`config.mk`:
```
export PLATFORM = sky130hd
export DESIGN_NAME = linear_probe_slot_allocator
export DESIGN_NICKNAME = d
export VERILOG_FILES = /design/src/rtl/lpsa_pkg.sv /design/src/rtl/lpsa_mod.sv /design/src/rtl/linear_probe_slot_allocator.sv
export SDC_FILE = /design/constraint.sdc
export NUM_CORES = 1
export LEC_CHECK = 0
export ABC_AREA = 1
export BUFFER_PORTS_ARGS = -buffer_cell sky130_fd_sc_hd__buf_2
export CORE_AREA = 2 2 420 422
export CTS_CLUSTER_SIZE = 25
export DETAILED_ROUTE_END_ITERATION = 12
export DIE_AREA = 0 0 422 424
export GPL_ROUTABILITY_DRIVEN = 0
export PLACE_DENSITY_LB_ADDON = 0.25
export SLEW_MARGIN = 15
export SYNTH_ARGS = -nofsm -noshare
export SYNTH_HDL_FRONTEND = slang
export SYNTH_HIERARCHICAL = 1
export SYNTH_SLANG_ARGS = --single-unit
```
`constraint.sdc`:
```
create_clock -name clk -period 6.6 [get_ports clk]
set_input_delay 0.99 -clock clk [delete_from_list [all_inputs] [get_ports clk]]
set_output_delay 0.99 -clock clk [all_outputs]
set_load 0.01 [all_outputs]
```
`src/rtl/lpsa_pkg.sv`:
```
// ----------------------------------------------------------------------------
// Linear probe slot allocator package
// Sizes, widths and controller states shared by the allocator modules.
// ----------------------------------------------------------------------------
`default_nettype none

package lpsa_pkg;

  localparam int SLOTS     = 1024;
  localparam int IDX_W     = $clog2(SLOTS);
  localparam int SIZE_W    = 11;
  localparam int ID_W      = 31;
  localparam int OUT_IDX_W = 10;

  localparam int ROW_BITS  = 32;
  localparam int ROW_W     = $clog2(ROW_BITS);
  localparam int ROWS      = SLOTS / ROW_BITS;
  localparam int RADDR_W   = $clog2(ROWS);

  localparam int DIV_STEPS = (ID_W + 1) / 2;
  localparam int DIV_PAD_W = 2 * DIV_STEPS;
  localparam int DIV_CNT_W = $clog2(DIV_STEPS);

  typedef enum logic [2:0] {
    ST_IDLE,
    ST_DIV,
    ST_READ,
    ST_PROBE,
    ST_EMIT
  } state_t;

endpackage

`default_nettype wire

```
`src/rtl/lpsa_mod.sv`:
```
// ----------------------------------------------------------------------------
// Linear probe slot allocator home slot unit
// Restoring remainder of the user id by the table size, two bits a cycle.
// ----------------------------------------------------------------------------
`default_nettype none

module lpsa_mod (
  input  logic                          clk,
  input  logic                          rst,
  input  logic                          start,
  input  logic [lpsa_pkg::ID_W-1:0]     dividend,
  input  logic [lpsa_pkg::SIZE_W-1:0]   divisor,
  output logic                          done,
  output logic [lpsa_pkg::IDX_W-1:0]    remainder
);

  logic                              busy;
  logic [lpsa_pkg::DIV_CNT_W-1:0]    cnt;
  logic [lpsa_pkg::DIV_PAD_W-1:0]    shreg;
  logic [lpsa_pkg::SIZE_W-1:0]       dvsr;
  logic [lpsa_pkg::SIZE_W-1:0]       rem;
  logic [lpsa_pkg::SIZE_W-1:0]       rem_a;
  logic [lpsa_pkg::SIZE_W-1:0]       rem_b;

  function automatic logic [lpsa_pkg::SIZE_W-1:0] rem_step(
    input logic [lpsa_pkg::SIZE_W-1:0] r,
    input logic                        b,
    input logic [lpsa_pkg::SIZE_W-1:0] d
  );
    logic [lpsa_pkg::SIZE_W:0] t;
    t = {r, b};
    if (t >= {1'b0, d}) begin
      t = t - {1'b0, d};
    end
    return t[lpsa_pkg::SIZE_W-1:0];
  endfunction

  assign rem_a     = rem_step(rem, shreg[lpsa_pkg::DIV_PAD_W-1], dvsr);
  assign rem_b     = rem_step(rem_a, shreg[lpsa_pkg::DIV_PAD_W-2], dvsr);
  assign remainder = rem[lpsa_pkg::IDX_W-1:0];

  always_ff @(posedge clk) begin
    if (rst) begin
      busy <= 1'b0;
      done <= 1'b0;
      cnt  <= '0;
    end else begin
      done <= 1'b0;
      if (start) begin
        busy <= 1'b1;
        cnt  <= lpsa_pkg::DIV_CNT_W'(lpsa_pkg::DIV_STEPS - 1);
      end else if (busy) begin
        cnt <= cnt - 1'b1;
        if (cnt == '0) begin
          busy <= 1'b0;
          done <= 1'b1;
        end
      end
    end
  end

  always_ff @(posedge clk) begin
    if (start) begin
      shreg <= lpsa_pkg::DIV_PAD_W'(dividend);
      dvsr  <= divisor;
      rem   <= '0;
    end else if (busy) begin
      shreg <= {shreg[lpsa_pkg::DIV_PAD_W-3:0], 2'b00};
      rem   <= rem_b;
    end
  end

endmodule

`default_nettype wire

```
`src/rtl/linear_probe_slot_allocator.sv`:
```
// ----------------------------------------------------------------------------
// Linear probe slot allocator
// Grants the first free slot at or after user_id mod table_size, wrapping.
// ----------------------------------------------------------------------------
// One request is handled at a time. A new request is taken only once the
// previous one has passed through these steps and is back in idle:
//   - the home slot remainder (two quotient bits a cycle, then the result
//     handed over);
//   - the first row read issued;
//   - the 32-slot rows probed in turn from the home row (up to 33 rows when the
//     table is full or nearly so);
//   - the grant posted;
//   - a return to idle.
// The occupancy bitmap sits in a 32x32 single-port memory with per-row valid
// flags, so a batch end frees the whole table at once and no clearing pass
// follows reset. A grant waiting in the output register does not block the
// next request from being taken. That request holds its own grant until the
// output register frees, and every stalled cycle there adds to its time.
// A table_size write is taken only in idle with no request offered.
`default_nettype none

module linear_probe_slot_allocator (
  input  logic                              clk,
  input  logic                              rst,
  input  logic                              in_valid,
  output logic                              in_stall,
  input  logic [lpsa_pkg::ID_W-1:0]         user_id,
  input  logic                              last_request,
  output logic                              out_valid,
  input  logic                              out_stall,
  output logic [lpsa_pkg::OUT_IDX_W-1:0]    slot_index,
  output logic                              table_full,
  output logic                              last_grant,
  input  logic                              cfg_valid,
  output logic                              cfg_ready,
  input  logic [lpsa_pkg::SIZE_W-1:0]       table_size
);

  lpsa_pkg::state_t state, state_next;

  logic [lpsa_pkg::SIZE_W-1:0]   size_reg;
  logic [lpsa_pkg::SIZE_W-1:0]   eff_size;
  logic [lpsa_pkg::IDX_W-1:0]    lim_idx;
  logic [lpsa_pkg::RADDR_W-1:0]  last_row;
  logic [lpsa_pkg::ROW_W-1:0]    last_bit;

  logic                          in_take;
  logic                          last_r;
  logic                          div_done;
  logic [lpsa_pkg::IDX_W-1:0]    home;

  logic [lpsa_pkg::RADDR_W-1:0]  row;
  logic [lpsa_pkg::RADDR_W-1:0]  start_row;
  logic [lpsa_pkg::ROW_W-1:0]    start_bit;
  logic                          first;
  logic                          wrapped;

  logic [lpsa_pkg::ROW_BITS-1:0] mem [lpsa_pkg::ROWS];
  logic [lpsa_pkg::ROWS-1:0]     row_valid;
  logic [lpsa_pkg::ROW_BITS-1:0] rdata;
  logic                          rvalid;
  logic                          rd_en;
  logic [lpsa_pkg::RADDR_W-1:0]  rd_addr;

  logic [lpsa_pkg::ROW_BITS-1:0] word;
  logic [lpsa_pkg::ROW_BITS-1:0] smask;
  logic [lpsa_pkg::ROW_BITS-1:0] lmask;
  logic [lpsa_pkg::ROW_BITS-1:0] cand;
  logic [lpsa_pkg::ROW_W-1:0]    hit_bit;
  logic                          hit;
  logic                          give_up;
  logic [lpsa_pkg::RADDR_W-1:0]  row_next;
  logic                          load_out;

  logic [lpsa_pkg::IDX_W-1:0]    res_idx;
  logic                          res_full;
  logic [lpsa_pkg::ROW_BITS-1:0] wword;

  assign in_stall  = (state != lpsa_pkg::ST_IDLE);
  assign in_take   = in_valid && !in_stall;
  assign cfg_ready = (state == lpsa_pkg::ST_IDLE) && !in_valid;

  always_ff @(posedge clk) begin
    if (rst) begin
      size_reg <= lpsa_pkg::SIZE_W'(lpsa_pkg::SLOTS);
    end else if (cfg_valid && cfg_ready) begin
      size_reg <= table_size;
    end
  end

  always_comb begin
    eff_size = size_reg;
    if (size_reg == '0) begin
      eff_size = lpsa_pkg::SIZE_W'(1);
    end else if (size_reg > lpsa_pkg::SIZE_W'(lpsa_pkg::SLOTS)) begin
      eff_size = lpsa_pkg::SIZE_W'(lpsa_pkg::SLOTS);
    end
  end

  assign lim_idx  = lpsa_pkg::IDX_W'(eff_size - 1'b1);
  assign last_row = lim_idx[lpsa_pkg::IDX_W-1:lpsa_pkg::ROW_W];
  assign last_bit = lim_idx[lpsa_pkg::ROW_W-1:0];

  lpsa_mod u_mod (
    .clk       (clk),
    .rst       (rst),
    .start     (in_take),
    .dividend  (user_id),
    .divisor   (eff_size),
    .done      (div_done),
    .remainder (home)
  );

  // row probe
  assign word  = rvalid ? rdata : '0;
  assign smask = first ? ({lpsa_pkg::ROW_BITS{1'b1}} << start_bit)
                       : {lpsa_pkg::ROW_BITS{1'b1}};
  assign lmask = (row == last_row)
               ? ({lpsa_pkg::ROW_BITS{1'b1}} >>
                  (lpsa_pkg::ROW_W'(lpsa_pkg::ROW_BITS - 1) - last_bit))
               : {lpsa_pkg::ROW_BITS{1'b1}};
  assign cand  = ~word & smask & lmask;
  assign hit   = |cand;
  assign give_up  = !hit && wrapped && (row == start_row);
  assign row_next = (row == last_row) ? '0 : row + 1'b1;

  always_comb begin
    hit_bit = '0;
    for (int i = lpsa_pkg::ROW_BITS - 1; i >= 0; i--) begin
      if (cand[i]) begin
        hit_bit = lpsa_pkg::ROW_W'(i);
      end
    end
  end

  always_ff @(posedge clk) begin
    if (rst) begin
      state <= lpsa_pkg::ST_IDLE;
    end else begin
      state <= state_next;
    end
  end

  always_comb begin
    state_next = state;
    rd_en      = 1'b0;
    rd_addr    = row;
    load_out   = 1'b0;
    unique case (state)
      lpsa_pkg::ST_IDLE: begin
        if (in_take) begin
          state_next = lpsa_pkg::ST_DIV;
        end
      end
      lpsa_pkg::ST_DIV: begin
        if (div_done) begin
          state_next = lpsa_pkg::ST_READ;
        end
      end
      lpsa_pkg::ST_READ: begin
        rd_en      = 1'b1;
        state_next = lpsa_pkg::ST_PROBE;
      end
      lpsa_pkg::ST_PROBE: begin
        if (hit || give_up) begin
          state_next = lpsa_pkg::ST_EMIT;
        end else begin
          rd_en   = 1'b1;
          rd_addr = row_next;
        end
      end
      lpsa_pkg::ST_EMIT: begin
        if (!out_valid || !out_stall) begin
          load_out   = 1'b1;
          state_next = lpsa_pkg::ST_IDLE;
        end
      end
      default: state_next = lpsa_pkg::ST_IDLE;
    endcase
  end

  always_ff @(posedge clk) begin
    if (in_take) begin
      last_r <= last_request;
    end
    if (div_done) begin
      row       <= home[lpsa_pkg::IDX_W-1:lpsa_pkg::ROW_W];
      start_row <= home[lpsa_pkg::IDX_W-1:lpsa_pkg::ROW_W];
      start_bit <= home[lpsa_pkg::ROW_W-1:0];
      first     <= 1'b1;
      wrapped   <= 1'b0;
    end
    if (state == lpsa_pkg::ST_PROBE) begin
      if (hit) begin
        res_idx  <= {row, hit_bit};
        res_full <= 1'b0;
        wword    <= word | (lpsa_pkg::ROW_BITS'(1) << hit_bit);
      end else if (give_up) begin
        res_idx  <= '0;
        res_full <= 1'b1;
      end else begin
        row     <= row_next;
        first   <= 1'b0;
        wrapped <= wrapped || (row == last_row);
      end
    end
  end

  // bitmap memory
  always_ff @(posedge clk) begin
    if (load_out && !res_full) begin
      mem[row] <= wword;
    end
    if (rd_en) begin
      rdata <= mem[rd_addr];
    end
  end

  always_ff @(posedge clk) begin
    if (rst) begin
      row_valid <= '0;
      rvalid    <= 1'b0;
    end else begin
      if (rd_en) begin
        rvalid <= row_valid[rd_addr];
      end
      if (load_out) begin
        if (last_r) begin
          row_valid <= '0;
        end else if (!res_full) begin
          row_valid[row] <= 1'b1;
        end
      end
    end
  end

  // result register
  always_ff @(posedge clk) begin
    if (rst) begin
      out_valid <= 1'b0;
    end else if (load_out) begin
      out_valid <= 1'b1;
    end else if (!out_stall) begin
      out_valid <= 1'b0;
    end
  end

  always_ff @(posedge clk) begin
    if (load_out) begin
      slot_index <= lpsa_pkg::OUT_IDX_W'(res_idx);
      table_full <= res_full;
      last_grant <= last_r;
    end
  end

endmodule

`default_nettype wire

```
==> results_dict.tcl, run 1 <==
set metrics [dict create \
    fin_skew_ns 0.0497 \
    synth_top_area_share_pct 67.1 \
    dr.first_iter.drc_count 3841 \
    synth.avg_cell_area_um2 12.0 \
    met1_usage_pct 25.0 \
    multi_input_area_um2 13800 \
    ys_types 55 \
    fin_util_pct 34.1 \
    io_pins 63 \
    rsz0062_at_grt "no" \
    min_from "res_idx[8]" \
    fin_cells 6858 \
    wl_per_cell_um 23.2 \
    synth_top_area_cell "edfxtp_1" \
    slew_headroom_pct 23.5 \
    grtUsageMet3_pct 2.80 \
    synth_enable_flop_cells 1164 \
    num_vias 35000 \
    fin_tns_setup_ns 0 \
    grt_pass1_vias 33600 \
    slowest_stage "o311ai_0" \
    row_count 154 \
    core_area_um2 175000 \
    ys_top_cells_by_area "edfxtp_1 67%, nor2_1 6.6%, o311ai_1 3.8%" \
    drive_above_1_share_pct 10.6 \
    slowest_delay_ns 0.48 \
    clock_sinks 1237 \
    grt_usage_pct 17.5 \
    area_growth_pct 14.6 \
    synth-seq-cells 1237 \
    grt.overflow.total 0 \
    hold_violations 0 \
    die_width_um 422 \
    firstDrtPassIters 5 \
    synth_area_um2 52100 \
    fin_crit_sh_pct 91.3 \
    place_hpwl_um 86900 \
    fmax_ghz 0.166 \
    wirelength_um 159000 \
    pwr_density_cell_nw_per_um2 387 \
    clkLatencyLatePin_ns 0.79 \
    hp-class "reg -> reg" \
    syn-num-nets 4430 \
    grt_pass1_wl_um 234000 \
    ys_seq_area_share_pct 69.9 \
    drv_slew 0 \
    die_h_um 424 \
    grt_busiest_layer "met2" \
    status "complete, no violations" \
    fin_nets 4491 \
    htree_num_levels 4 \
    startpoint_type "flip-flop" \
    drtAntennaViolNets 0 \
    fin_area_um2 59700 \
    path_class "reg -> reg" \
    async_flop_share_pct 0 \
    antenna_found_initial 3 \
    cts_tree "built" \
    use_met2_pct 26.7 \
    place_inst 6611 \
    start_util_pct 29.8 \
    max-cap-violations 0 \
    dpl_cell_area_um2 55500 \
    power_leakage_nw 20.5 \
    reg2reg_from "size_reg[4]" \
    grt_max_degree 106 \
    worst_pin_slew_ns 1.14 \
    port_buffers 62 \
    die_area_um2 179000 \
    ys.flop_type "edfxtp_1" \
    setup_viol 0 \
    cts_buffers 138 \
    root_buffer "clkbuf_16" \
    worstSetupEndpointType "flip-flop" \
    period_minus_slack_ns 6.03 \
    max-vdd-ir-drop_uv 312 \
    clkSlewWorstSetupHoldPaths_ns 0.06 \
    drc 0 \
    fillers 17300 \
    largest_register "mem" \
    largest_register_ffs 1024 \
    crit_path_max_fanout 82 \
    yosysWarnings 6 \
    seqCellArea_um2 36400 \
    arrival_ns 6.64 \
    cts_buffer_depth 3 \
    syn_inst 4350 \
    hold_buffers 0 \
    cpMostUsedCell "nand2_1" \
    vias_per_cell 5.10 \
    critPathLaunch "size_reg[4]" \
    cp_data_required_time_ns 7.21 \
]
-- metal layers --
layer / vias to the layer above / part of all wire [%] / wire length, µm
li1: 16000 / - / -
met1: 17600 / 46 / 73200
met2: 1161 / 45 / 71100
met3: 249 / 6.3 / 9980
met4: 4 / 3.0 / 4800
met5: - / 0.017 / 27
-- worst paths after layout --
path                   end  slack (ns)  depth (start not counted)
max              rdata[19]        0.57                         36
min          slot_index[8]        0.42                          0
max reg2reg      rdata[19]        0.57                         36
min reg2reg  slot_index[8]        0.42                          0
-- cells in the final DEF, fill, tap and decap left out, drive strengths merged, types with 3 or more instances in the layout --
cell,instances
o311ai,256
a31oi,54
nand2,474
edfxtp,1164
o221ai,9
nor4,3
xnor2,4
o31ai,3
nand3,105
inv,195
clkbuf,181
buf,201
a21oi,52
o21bai,143
nand3b,3
nand4,31
o2111ai,3
clkinv,55
clkinvlp,4
o21ai,332
dfxtp,73
nor2,927
bufinv,5
xor2,15
ha,30
o211ai,13
nor3,171
-- Yosys cell counts (4+ instances only) --
cell and n:
o221ai_1 9, edfxtp_1 1164, a21oi_1 49, nor2_4 4, nor2_1 918, o21bai_1 143, xor2_1 15, clkbuf_1 139
dfxtp_1 73, o311ai_1 227, nand3_2 4, o311ai_0 29, nand2_2 10, buf_1 12, inv_1 176, nand2_1 459
buf_6 16, nand4_1 30, o211ai_1 10, clkinv_1 7, buf_2 79, inv_2 7, xnor2_1 4, buf_4 31
a31oi_1 54, ha_1 30, o21ai_0 290, o21ai_1 37, nor2_2 5, nand3_1 100, inv_4 4, nor3_1 169
nand2_4 5
-- power by group --
group	leakage, nW	switching [mW]	internal (mW)
clock network	2.05	3.17	4.14
logic	7.34	4.74	2.20
registers	11.1	0.150	8.73
-- worst max-delay path: cells and delay by family, from the launching register on --
kind | cells | cell delay (ns)
buffers and inverters | 8 | 1.31
adder cells (fa/ha/maj) | 1 | 0.22
AO/OA/AOI/OAI | 5 | 1.31
AND/OR/NAND/NOR | 22 | 2.58
flip-flops | 1 | 0.35
-- cell families (layout without fill, tap and decap cells) --
group | after synthesis | count (layout) | synth area share [%]
simple gates | 1716 | 1716 | 13.5
flops | 1237 | 1237 | 69.9
compound gates | 872 | 872 | 11.4
buf+inv | 474 | 641 | 4.10
fa+ha+maj | 32 | 32 | 0.797
xor+xnor | 19 | 19 | 0.319
other cells | 0 | 1 | 0
-- through the flow --
stage	power, mW	hold slack [ns]	worst slack, ns
after floorplan	13.8	0.400	1.71
after global placement	16.0	0.407	0.760
after detailed placement	16.0	0.407	0.654
after CTS	23.3	0.382	0.614
after global routing	24.3	0.413	0.0387
final	23.1	0.419	0.574
-- final cells by class --
type / count / area share [%]
flip-flops and latches: 1237 / 61.0
multi-input cells: 2639 / 23.1
clock buffers: 181 / 6.14
well taps: 2340 / 4.90
repair buffers: 201 / 2.69
inverters: 194 / 1.30
clock inverters: 65 / 0.945
diodes: 1 / 0.00419
-- what timing repair did --
| item | in CTS | in global routing |
|---|---|---|
| setup endpoints to repair | 0 | 1 |
| buffers inserted | 0 | 0 |
| gates resized for setup | 0 | 1 |
Power figures use the tool's default switching activity.
==> inputs of run 2 (changes only) <==
==> constraint.sdc (replaced) <==
create_clock -name clk -period 6.6 [get_ports clk]
set_input_delay 0.33 -clock clk [delete_from_list [all_inputs] [get_ports clk]]
set_output_delay 0.33 -clock clk [all_outputs]
set_load 0.01 [all_outputs]
==> results_dict.tcl, run 2 (synthesized netlist as in run 1, its figures left out) <==
set metrics [dict create \
    fin_skew_ns 0.0424 \
    row_count 154 \
    setup_viol 0 \
    place_hpwl_um 86600 \
    reg2reg_depth 36 \
    cpMostUsedCell "nand2_1" \
    cts_buffers 136 \
    hold_end "size_reg[3]" \
    path_class "reg -> reg" \
    drv_slew 0 \
    largest_register "mem" \
    cts_tree "built" \
    num_vias 35400 \
    largest_register_ffs 1024 \
    setup_slack_ns 0.484 \
    hold_depth 3 \
    reg2reg_from "size_reg[4]" \
    rsz0062_at_grt "yes" \
    grt_usage_pct 17.4 \
    root_buffer "clkbuf_16" \
    max-vdd-ir-drop_uv 265 \
    fin_tns_setup_ns 0 \
    grt.overflow.total 0 \
    clkLatencyLatePin_ns 0.78 \
    fin_crit_sh_pct 92.7 \
    arrival_ns 6.72 \
    fin_nets 4556 \
    layout_common_cells "1164 x edfxtp_1, 915 x nor2_1, 457 x nand2_1" \
    startpoint_type "flip-flop" \
    r2r-end "rdata[12]" \
    grt_max_degree 121 \
    max-cap-violations 0 \
    die_area_um2 179000 \
    power_leakage_nw 20.9 \
    dpl_cell_area_um2 55600 \
    clock_sinks 1237 \
    drc 0 \
    core_area_um2 175000 \
    fin_util_pct 34.7 \
    die_h_um 424 \
    worst_pin_slew_ns 1.14 \
    io_pins 63 \
    wirelength_um 162000 \
    die_width_um 422 \
    area_growth_pct 16.6 \
    dr.first_iter.drc_count 4045 \
    crit_path_max_fanout 120 \
    reg2reg_setup_slack_ns 0.48 \
    fmax_ghz 0.164 \
    met1_usage_pct 24.9 \
    slowest_stage "o311ai_0" \
    htree_num_levels 4 \
    grt_pass1_vias 33400 \
    antenna_found_initial 2 \
    clkSlewWorstSetupHoldPaths_ns 0.06 \
    fin_area_um2 60800 \
    slowest_delay_ns 0.52 \
    drtAntennaViolNets 0 \
    firstDrtPassIters 8 \
    hp-class "in -> reg" \
    cp_top_family "simple AND/OR/NAND/NOR gates" \
    period_minus_slack_ns 6.12 \
    cts_buffer_depth 3 \
    layout_commonest_cell "edfxtp_1" \
    pre_cts_ws_ns 0.532 \
    cp_num_buf_inv 6 \
    status "complete, no violations" \
    slew_headroom_pct 24.1 \
    start_util_pct 29.8 \
    grt_pass1_wl_um 233000 \
    port_buffers 62 \
    grtUsageMet3_pct 2.83 \
    cp_data_required_time_ns 7.21 \
    worstSetupEndpointType "flip-flop" \
    drive_above_1_share_pct 11.2 \
    hold_violations 0 \
    min_from "cfg_valid" \
    wl_per_cell_um 23.4 \
    pwr_density_cell_nw_per_um2 391 \
    worst_hold_slack_ns 0.241 \
    vias_per_cell 5.11 \
    use_met2_pct 27.2 \
    grt_busiest_layer "met2" \
]
-- run 2: worst max path at each step --
stage	start	end	slack, ns	cells after the start
2_1_floorplan	size_reg[4]	rdata[16]	2.04	41
3_3_place_gp	size_reg[4]	rdata[12]	0.51	37
3_5_place_dp	size_reg[2]	rdata[12]	0.53	36
4_1_cts	size_reg[2]	rdata[12]	0.48	36
5_1_grt	size_reg[4]	rdata[7]	-0.003	42
6_report	size_reg[4]	rdata[12]	0.48	36
-- run 2: layer usage --
layer | vias to the layer above | share of wire (%) | routed length [µm]
met4 | 2 | 2.4 | 3850
met2 | 1260 | 45 | 73400
met3 | 244 | 7.0 | 11300
met5 | - | 0.0080 | 13
li1 | 16100 | - | -
met1 | 17800 | 45 | 73600
-- run 2: final cells by class --
type	instances	area (µm²)
timing repair inverter	3	33.8
sequential	1237	36400
clock inverter	79	802
antenna	1	2.50
tap	2340	2930
timing repair buffer	263	2360
clock buffer	167	3590
fill	17200	114000
inverter	194	798
multi-input combinational	2641	13800
-- run 2: power by group --
part           switching, mW  internal (mW)
clock network           3.25           4.34
registers              0.150           8.73
logic                   4.90           2.38
-- run 2: stage by stage --
stage	cells	total power, mW
2_1_floorplan	4350	13.8
3_3_place_gp	6612	16.0
3_5_place_dp	6612	16.0
4_1_cts	6909	23.7
5_1_grt	6925	24.9
6_report	6925	23.8
-- run 2: timing repair --
action                     4_1_cts  5_1_grt
hold endpoints to repair        52        0
hold buffers                    51        0
resized for setup                0       11
setup endpoints to repair        0       29
setup buffers                    0        7
-- run 2: worst min-delay path, cell delays in order --
cell     delay [ns]
buf_2          0.08
nand2_1        0.32
a21oi_1        0.24
